`src/tail_drop_packet_buffer_unit_macros.svh`:
```
// Assertion macros shared by the packet buffer RTL.
`ifndef TAIL_DROP_PACKET_BUFFER_UNIT_MACROS_SVH
`define TAIL_DROP_PACKET_BUFFER_UNIT_MACROS_SVH

// Implication in the same cycle, ignored during reset.
`define TDPB_ASSERT_SAME(label, clk, rst_n, ante, cons) \
    label: assert property (@(posedge clk) disable iff (!(rst_n)) (ante) |-> (cons)) \
        else $error("assertion failed");

// Implication in the next cycle, ignored during reset.
`define TDPB_ASSERT_NEXT(label, clk, rst_n, ante, cons) \
    label: assert property (@(posedge clk) disable iff (!(rst_n)) (ante) |=> (cons)) \
        else $error("assertion failed");

`endif

```
`src/tdpb_pkg.sv`:
```
// Shared types and constants of the tail-drop packet buffer.
`default_nettype none
package tdpb_pkg;

    localparam int unsigned DEPTH_DEFAULT = 64;

    localparam int unsigned STAMP_W   = 32;
    localparam int unsigned SERVICE_W = 16;
    localparam int unsigned CAP_W     = 7;
    localparam int unsigned ADDR_W    = 3;
    localparam int unsigned DATA_W    = 32;

    localparam logic [CAP_W-1:0] CAP_RESET = 7'd64;

    // Register index of buffer_capacity
    localparam logic REG_CAPACITY = 1'b0;

    typedef enum logic [3:0] {
        ST_IDLE   = 4'b0001,
        ST_READ   = 4'b0010,
        ST_CHECK  = 4'b0100,
        ST_DECIDE = 4'b1000
    } t_state;

endpackage
`default_nettype wire

```
`src/tail_drop_packet_buffer_unit.sv`:
```
// Top level of the tail-drop packet buffer: sequencer, finish-time ring and register port.
`default_nettype none
`include "tail_drop_packet_buffer_unit_macros.svh"

// Tail-drop packet buffer with a single server. Raise i_start with a packet
// (arrival stamp and service length) while o_busy is low; the packet beat is
// taken at that edge. One result beat follows per packet, shown for exactly
// one cycle with o_done high: o_dropped set and o_start_stamp zero when the
// buffer was full, else the start time. The receiver cannot stall, so sample
// the result whenever o_done is high. Finish times sit in a ring memory with a
// registered read; retirement walks the ring from the head one entry per cycle,
// and that walk sets the rate. Each packet passes the read, check and decide
// states in turn (check is skipped for an empty ring and repeats while the head
// retires). o_busy drops in the cycle the result is shown, so the next packet
// may be taken then. The capacity register sits at byte address 0 of the
// APB-style port; write it only while the block is idle.
// The ring needs no clearing pass: only occupied entries are ever read.
module tail_drop_packet_buffer_unit #(
    parameter int unsigned DEPTH = tdpb_pkg::DEPTH_DEFAULT
) (
    input  wire logic                            i_clk,
    input  wire logic                            i_rst_n,
    // packet command
    input  wire logic                            i_start,
    output logic                                 o_busy,
    input  wire logic [tdpb_pkg::STAMP_W-1:0]    i_arrival_stamp,
    input  wire logic [tdpb_pkg::SERVICE_W-1:0]  i_service_length,
    // result strobe
    output logic                                 o_done,
    output logic                                 o_dropped,
    output logic [tdpb_pkg::STAMP_W-1:0]         o_start_stamp,
    // register port
    input  wire logic                            psel,
    input  wire logic                            penable,
    input  wire logic                            pwrite,
    input  wire logic [tdpb_pkg::ADDR_W-1:0]     paddr,
    input  wire logic [tdpb_pkg::DATA_W-1:0]     pwdata,
    output logic [tdpb_pkg::DATA_W-1:0]          prdata,
    output logic                                 pready
);

    localparam int unsigned AW   = (DEPTH > 1) ? $clog2(DEPTH) : 1;
    localparam int unsigned CW   = $clog2(DEPTH + 1);
    localparam int unsigned CMPW = (CW > tdpb_pkg::CAP_W) ? CW : tdpb_pkg::CAP_W;
    localparam int unsigned SW   = ((AW > CW) ? AW : CW) + 1;

    localparam logic [AW-1:0]   HEAD_LAST = AW'(DEPTH - 1);
    localparam logic [CW-1:0]   OCC_FULL  = CW'(DEPTH);
    localparam logic [SW-1:0]   SUM_DEPTH = SW'(DEPTH);

    // ---------------------------------------------------------------
    // Register port: pready always high, capacity at index 0
    // ---------------------------------------------------------------
    logic [tdpb_pkg::CAP_W-1:0] r_capacity;
    logic                       cfg_wr;

    assign pready = 1'b1;
    assign cfg_wr = psel && penable && pwrite && pready
                    && (paddr[2] == tdpb_pkg::REG_CAPACITY);

    always_ff @(posedge i_clk) begin
        if (!i_rst_n) begin
            r_capacity <= tdpb_pkg::CAP_RESET;
        end else if (cfg_wr) begin
            r_capacity <= pwdata[tdpb_pkg::CAP_W-1:0];
        end
    end

    always_comb begin
        if (paddr[2] == tdpb_pkg::REG_CAPACITY) begin
            prdata = {{(tdpb_pkg::DATA_W - tdpb_pkg::CAP_W){1'b0}}, r_capacity};
        end else begin
            prdata = '0;
        end
    end

    // ---------------------------------------------------------------
    // Sequencer state
    // ---------------------------------------------------------------
    tdpb_pkg::t_state r_state, n_state;

    logic [AW-1:0]                     r_head, n_head;
    logic [CW-1:0]                     r_occ, n_occ;
    logic [tdpb_pkg::STAMP_W-1:0]      r_last, n_last;     // finish time at the tail
    logic [tdpb_pkg::STAMP_W-1:0]      r_arrival;
    logic [tdpb_pkg::SERVICE_W-1:0]    r_service;

    logic                              r_done, n_done;
    logic                              r_dropped, n_dropped;
    logic [tdpb_pkg::STAMP_W-1:0]      r_start_out, n_start_out;

    // ring memory
    logic [tdpb_pkg::STAMP_W-1:0]      r_ring [DEPTH];
    logic [tdpb_pkg::STAMP_W-1:0]      r_rd_data;
    logic [AW-1:0]                     rd_addr;
    logic                              wr_en;
    logic [AW-1:0]                     wr_addr;
    logic [tdpb_pkg::STAMP_W-1:0]      wr_data;

    logic                              accept;
    logic [AW-1:0]                     head_inc;
    logic [SW-1:0]                     tail_sum;
    logic [SW-1:0]                     tail_wrap;
    logic                              full;
    logic [tdpb_pkg::STAMP_W-1:0]      start_pick;
    logic [tdpb_pkg::STAMP_W:0]        finish_sum;
    logic [tdpb_pkg::STAMP_W-1:0]      finish_sat;

    assign accept   = i_start && !o_busy;
    assign head_inc = (r_head == HEAD_LAST) ? '0 : r_head + AW'(1);

    // slot of the new tail: head + occupancy, folded once
    assign tail_sum  = SW'(r_head) + SW'(r_occ);
    assign tail_wrap = (tail_sum >= SUM_DEPTH) ? tail_sum - SUM_DEPTH : tail_sum;

    // capacity above DEPTH saturates at DEPTH
    assign full = (CMPW'(r_occ) >= CMPW'(r_capacity)) || (r_occ == OCC_FULL);

    assign start_pick = (r_occ == '0) ? r_arrival : r_last;
    assign finish_sum = {1'b0, start_pick}
                        + {{(tdpb_pkg::STAMP_W + 1 - tdpb_pkg::SERVICE_W){1'b0}}, r_service};
    assign finish_sat = finish_sum[tdpb_pkg::STAMP_W] ? '1
                                                     : finish_sum[tdpb_pkg::STAMP_W-1:0];

    always_comb begin
        n_state     = r_state;
        n_head      = r_head;
        n_occ       = r_occ;
        n_last      = r_last;
        n_done      = 1'b0;
        n_dropped   = r_dropped;
        n_start_out = r_start_out;
        rd_addr     = r_head;
        wr_en       = 1'b0;
        wr_addr     = tail_wrap[AW-1:0];
        wr_data     = finish_sat;
        case (r_state)
            tdpb_pkg::ST_IDLE: begin
                if (accept) begin
                    n_state = tdpb_pkg::ST_READ;
                end
            end
            tdpb_pkg::ST_READ: begin
                // fetch the head entry unless the ring is empty
                if (r_occ == '0) begin
                    n_state = tdpb_pkg::ST_DECIDE;
                end else begin
                    n_state = tdpb_pkg::ST_CHECK;
                end
            end
            tdpb_pkg::ST_CHECK: begin
                if (r_rd_data <= r_arrival) begin
                    // retire the head and fetch the next one
                    n_head  = head_inc;
                    n_occ   = r_occ - CW'(1);
                    rd_addr = head_inc;
                    if (r_occ == CW'(1)) begin
                        n_state = tdpb_pkg::ST_DECIDE;
                    end
                end else begin
                    n_state = tdpb_pkg::ST_DECIDE;
                end
            end
            tdpb_pkg::ST_DECIDE: begin
                n_state = tdpb_pkg::ST_IDLE;
                n_done  = 1'b1;
                if (full) begin
                    n_dropped   = 1'b1;
                    n_start_out = '0;
                end else begin
                    // append the finish time at the tail
                    n_dropped   = 1'b0;
                    n_start_out = start_pick;
                    n_occ       = r_occ + CW'(1);
                    n_last      = finish_sat;
                    wr_en       = 1'b1;
                end
            end
            default: begin
                n_state = tdpb_pkg::ST_IDLE;
            end
        endcase
    end

    always_ff @(posedge i_clk) begin
        if (!i_rst_n) begin
            r_state <= tdpb_pkg::ST_IDLE;
            r_head  <= '0;
            r_occ   <= '0;
            r_done  <= 1'b0;
        end else begin
            r_state <= n_state;
            r_head  <= n_head;
            r_occ   <= n_occ;
            r_done  <= n_done;
        end
    end

    // payload registers: no reset needed
    always_ff @(posedge i_clk) begin
        r_last      <= n_last;
        r_dropped   <= n_dropped;
        r_start_out <= n_start_out;
        if (accept) begin
            r_arrival <= i_arrival_stamp;
            r_service <= i_service_length;
        end
    end

    // ring memory: one write, one registered read
    always_ff @(posedge i_clk) begin
        if (wr_en) begin
            r_ring[wr_addr] <= wr_data;
        end
        r_rd_data <= r_ring[rd_addr];
    end

    assign o_busy        = (r_state != tdpb_pkg::ST_IDLE);
    assign o_done        = r_done;
    assign o_dropped     = r_dropped;
    assign o_start_stamp = r_start_out;

    // ---------------------------------------------------------------
    // Assertions
    // ---------------------------------------------------------------
    `TDPB_ASSERT_NEXT(a_accept_reads, i_clk, i_rst_n, accept, r_state == tdpb_pkg::ST_READ)
    `TDPB_ASSERT_SAME(a_done_idle, i_clk, i_rst_n, o_done, !o_busy)
    `TDPB_ASSERT_SAME(a_drop_zero, i_clk, i_rst_n, o_done && o_dropped, o_start_stamp == '0)
    `TDPB_ASSERT_SAME(a_check_occupied, i_clk, i_rst_n,
                      r_state == tdpb_pkg::ST_CHECK, r_occ != '0)
    `TDPB_ASSERT_NEXT(a_append_grows, i_clk, i_rst_n, wr_en, r_occ == $past(r_occ) + CW'(1))

endmodule
`default_nettype wire
```
`config.mk`:
```
export PLATFORM = sky130hd
export DESIGN_NAME = tail_drop_packet_buffer_unit
export DESIGN_NICKNAME = d
export VERILOG_FILES = /design/src/tdpb_pkg.sv /design/src/tail_drop_packet_buffer_unit.sv
export VERILOG_INCLUDE_DIRS = /design/src /design/src/src
export SDC_FILE = /design/constraint.sdc
export NUM_CORES = 2
export LEC_CHECK = 0
export BUFFER_PORTS_ARGS = -buffer_cell sky130_fd_sc_hd__buf_2
export CAP_MARGIN = 20
export CORE_ASPECT_RATIO = 0.6
export CORE_UTILIZATION = 50
export CTS_CLUSTER_DIAMETER = 40
export CTS_CLUSTER_SIZE = 16
export DETAILED_ROUTE_END_ITERATION = 10
export GPL_ROUTABILITY_DRIVEN = 0
export PLACE_DENSITY = 0.68
export SYNTH_ARGS = -nofsm -noshare
export SYNTH_HDL_FRONTEND = slang
export SYNTH_SLANG_ARGS = --single-unit
```
`constraint.sdc`:
```
create_clock -name i_clk -period 7.9 [get_ports i_clk]
set_clock_uncertainty 0.15 [all_clocks]
set_input_delay 1.58 -clock i_clk [delete_from_list [all_inputs] [get_ports i_clk]]
set_output_delay 1.58 -clock i_clk [all_outputs]
set_load 0.02 [all_outputs]
```
==> metrics <==
Worst-Margin Slew 1335 ps; Max Cap Violations 0; Seq/Total Area, Yosys 0.7399; first-pass GRT wire length 378500 µm; post-CTS setup repair buffer count 0; Final Cycle Share 0.8335; largest net degree at the start of global routing 117; proportion of layout cells with a drive suffix above 1 0.1210; Max-slew headroom 0.1040; Routed wire per std cell 30.20 µm; DRT Pass-1 Iters 6; clk buf depth 4; WP buf/inv 2; hold_buf cts 0; top post-synthesis cells by area edfxtp_1 (73%), mux2i_1 (5.2%), nand2_1 (5.2%), nand3_1 (2.3%), dfxtp_1 (1.3%); H-Tree Depth 4; WP depth 18; synth cell count leaders edfxtp_1 (2161), nand2_1 (1234), mux2i_1 (464), nand3_1 (416), a21oi_1 (221); fmax 151.9 MHz; critical path's slowest cell nor4_2; CP peak stage delay 550 ps; Post-synth EDFFs 2161; startpoint type of the worst setup path flop; IO buf count 103; CP Max Fanout 49; num ports 157; vias in the first global route 51860; Crit Path Class flop to flop; core area 176300 µm²; Final ANT Viol Nets 0; worst setup path end r_ring[39][14]$_DFFE_PP_; delay-heaviest family, CP compound AO/OA/AOI/OAI gates; dpl ws 1434 ps; Leak 35.18 nW; Seq cells post-synth 2218; Worst setup startpoint r_occ[2]$_SDFFE_PN0P_; syn_area_per_cell 14.32 µm²; Finished Layout Cells 8907; max-slew violations 0; initial antenna violation count 22; Clk pin slew, worst setup/hold paths 70 ps; cell taking the most area after synthesis edfxtp_1; synth unique cells 80; synthesized instance count 6231; GRT overflow 0; minimum clock period 6585 ps; top_reg_cell synth edfxtp_1; Root Buffer clkbuf_16; crit path DAT 6870 ps; PnR Total Power 23.38 mW; count leader, synth edfxtp_1; Worst EP required 8180 ps; DP HPWL 157400 µm; most used cell along the critical path a21oi_1; Initial Util 0.5063; ys async rst share 0; r2r setup slk 1320 ps; via count 56700; R2R cell count 18; Die ar. 180200 µm²; Die Y 329.3 µm; Final Hold Fails 0; top cell type's share of synthesized area 0.7271; Cell Count Post-Placement 8594; Warnings, synthesis 0; WL final 269000 µm; reg2reg end r_ring[39][14]$_DFFE_PP_; TritonCTS buffer count 179; Syn Std Cell Area 89250 µm²; Final TNS setup 0 ps; Final nets 6581; unrepaired setup endpoints after global routing no; Setup crit end kind flop; Area Growth Syn to Fin 11.86%; Peak VDD IR 0.0001873 V; power density over cell area 234.2 nW/µm²; CTS tree done; All-Layer GR Usage 0.2935; HP Class flop to flop; clock sinks 2218; CP cell instances nor4_2, nand3_2, mux2_2, ha_1, fa_1, a21o_1, a21oi_1, o21bai_1, a21oi_1, o21bai_1, a21o_1, o31a_1, o31ai_1, a21oi_1, nand2_1, buf_4, nand2_2, buf_4; row cnt 119; die width 547.4 µm; run status complete, no violations; final worst slack 1315 ps; clock latency on the worst-skew pair 830 ps; vias per cell 6.366; # setup viols final 0; R2R Path Start r_occ[2]$_SDFFE_PN0P_; 1st-iter DRT viols 8868; drc violations 0; Post-CTS Resized 0
power by group:
part           total [mW]  leakage [nW]  switching [mW]  internal [mW]
Sequential           13.4          19.9          0.0103           13.4
Clock                8.83          2.66            4.10           4.73
Combinational        1.10          12.6           0.957          0.144
worst reg2reg max path: stages, from the launching register on:
cell      delay (ps)
dfxtp_1          460
nor4_2           550
nand3_2          340
mux2_2           390
ha_1             220
fa_1             440
a21o_1           180
a21oi_1          250
o21bai_1         110
a21oi_1          260
o21bai_1         170
a21o_1           240
o31a_1           310
o31ai_1          390
a21oi_1          400
nand2_1          200
buf_4            310
nand2_2          320
buf_4            410
flip-flops by register name (all words and copies together), names as in the netlist:
register / cells
o_done: 1
o_dropped: 1
o_start_stamp: 32
r_arrival: 32
r_capacity: 7
r_head: 6
r_last: 32
r_occ: 7
r_rd_data: 32
r_ring: 2048
r_service: 16
r_state: 4
cells in the final DEF (no fill, tap or decap), types with 103 or more instances in the layout:
cell / count
mux2i_1: 455
o221ai_1: 111
edfxtp_1: 2161
buf_4: 254
a21oi_1: 220
nor2_1: 116
buf_2: 103
clkbuf_16: 184
nand2_1: 1221
nand3_1: 414
layout make-up:
class                   count  area [µm²]
diodes                     11       27.53
multi-input cells        3544       21880
well taps                2359        2952
clock inverters            54       631.9
flip-flops and latches   2218       66030
repair buffers            393        3089
fillers                 13600       76460
clock buffers             238        4877
inverters                  90       337.8
per-stage QoR:
step | hold WS, ps | utilization | instance area, µm²
floorplan | 312.0 | - | 89340
global placement | 331.5 | 0.5336 | 94080
detailed placement | 356.5 | 0.5341 | 94160
CTS | 378.7 | 0.5654 | 99670
global route | 391.2 | 0.5661 | 99810
finish | 371.6 | 0.5663 | 99830
metal layers:
| metal | vias up | track usage | part of all wire |
|---|---|---|---|
| met2 | 3988 | 0.4069 | 0.41 |
| met3 | 460 | 0.1123 | 0.16 |
| met4 | 18 | 0.07372 | 0.025 |
| met1 | 28310 | 0.4334 | 0.40 |
| li1 | 23930 | - | - |
| met5 | - | 0 | 0.00047 |
logic make-up (layout without fill, tap and decap cells):
kind of cell,Yosys count,in the layout,share of synthesized area
buffers and inverters,493,775,0.02675
adders and majority gates,66,66,0.009421
other,2,37,0.00008415
and+or+nand+nor,2075,2075,0.09955
muxes,470,470,0.05305
AOI/OAI and AO/OA,878,878,0.06843
DFF,2218,2218,0.7399
xor gates and xnor gates,29,29,0.002846
worst min path at each step:
stage,slack [ps],startpoint,end,cells past startpoint
2_1_floorplan,310,r_state[3]$_SDFFE_PN0P_,r_state[0]$_SDFFE_PN1P_,1
3_3_place_gp,330,r_state[3]$_SDFFE_PN0P_,r_state[0]$_SDFFE_PN1P_,1
3_5_place_dp,360,r_state[3]$_SDFFE_PN0P_,r_state[0]$_SDFFE_PN1P_,1
4_1_cts,380,r_capacity[4]$_SDFFE_PN0P_,r_capacity[4]$_SDFFE_PN0P_,2
5_1_grt,390,r_state[3]$_SDFFE_PN0P_,r_state[0]$_SDFFE_PN1P_,1
6_report,370,r_capacity[4]$_SDFFE_PN0P_,r_capacity[4]$_SDFFE_PN0P_,2
No activity file was read; power rests on OpenSTA's default activity.
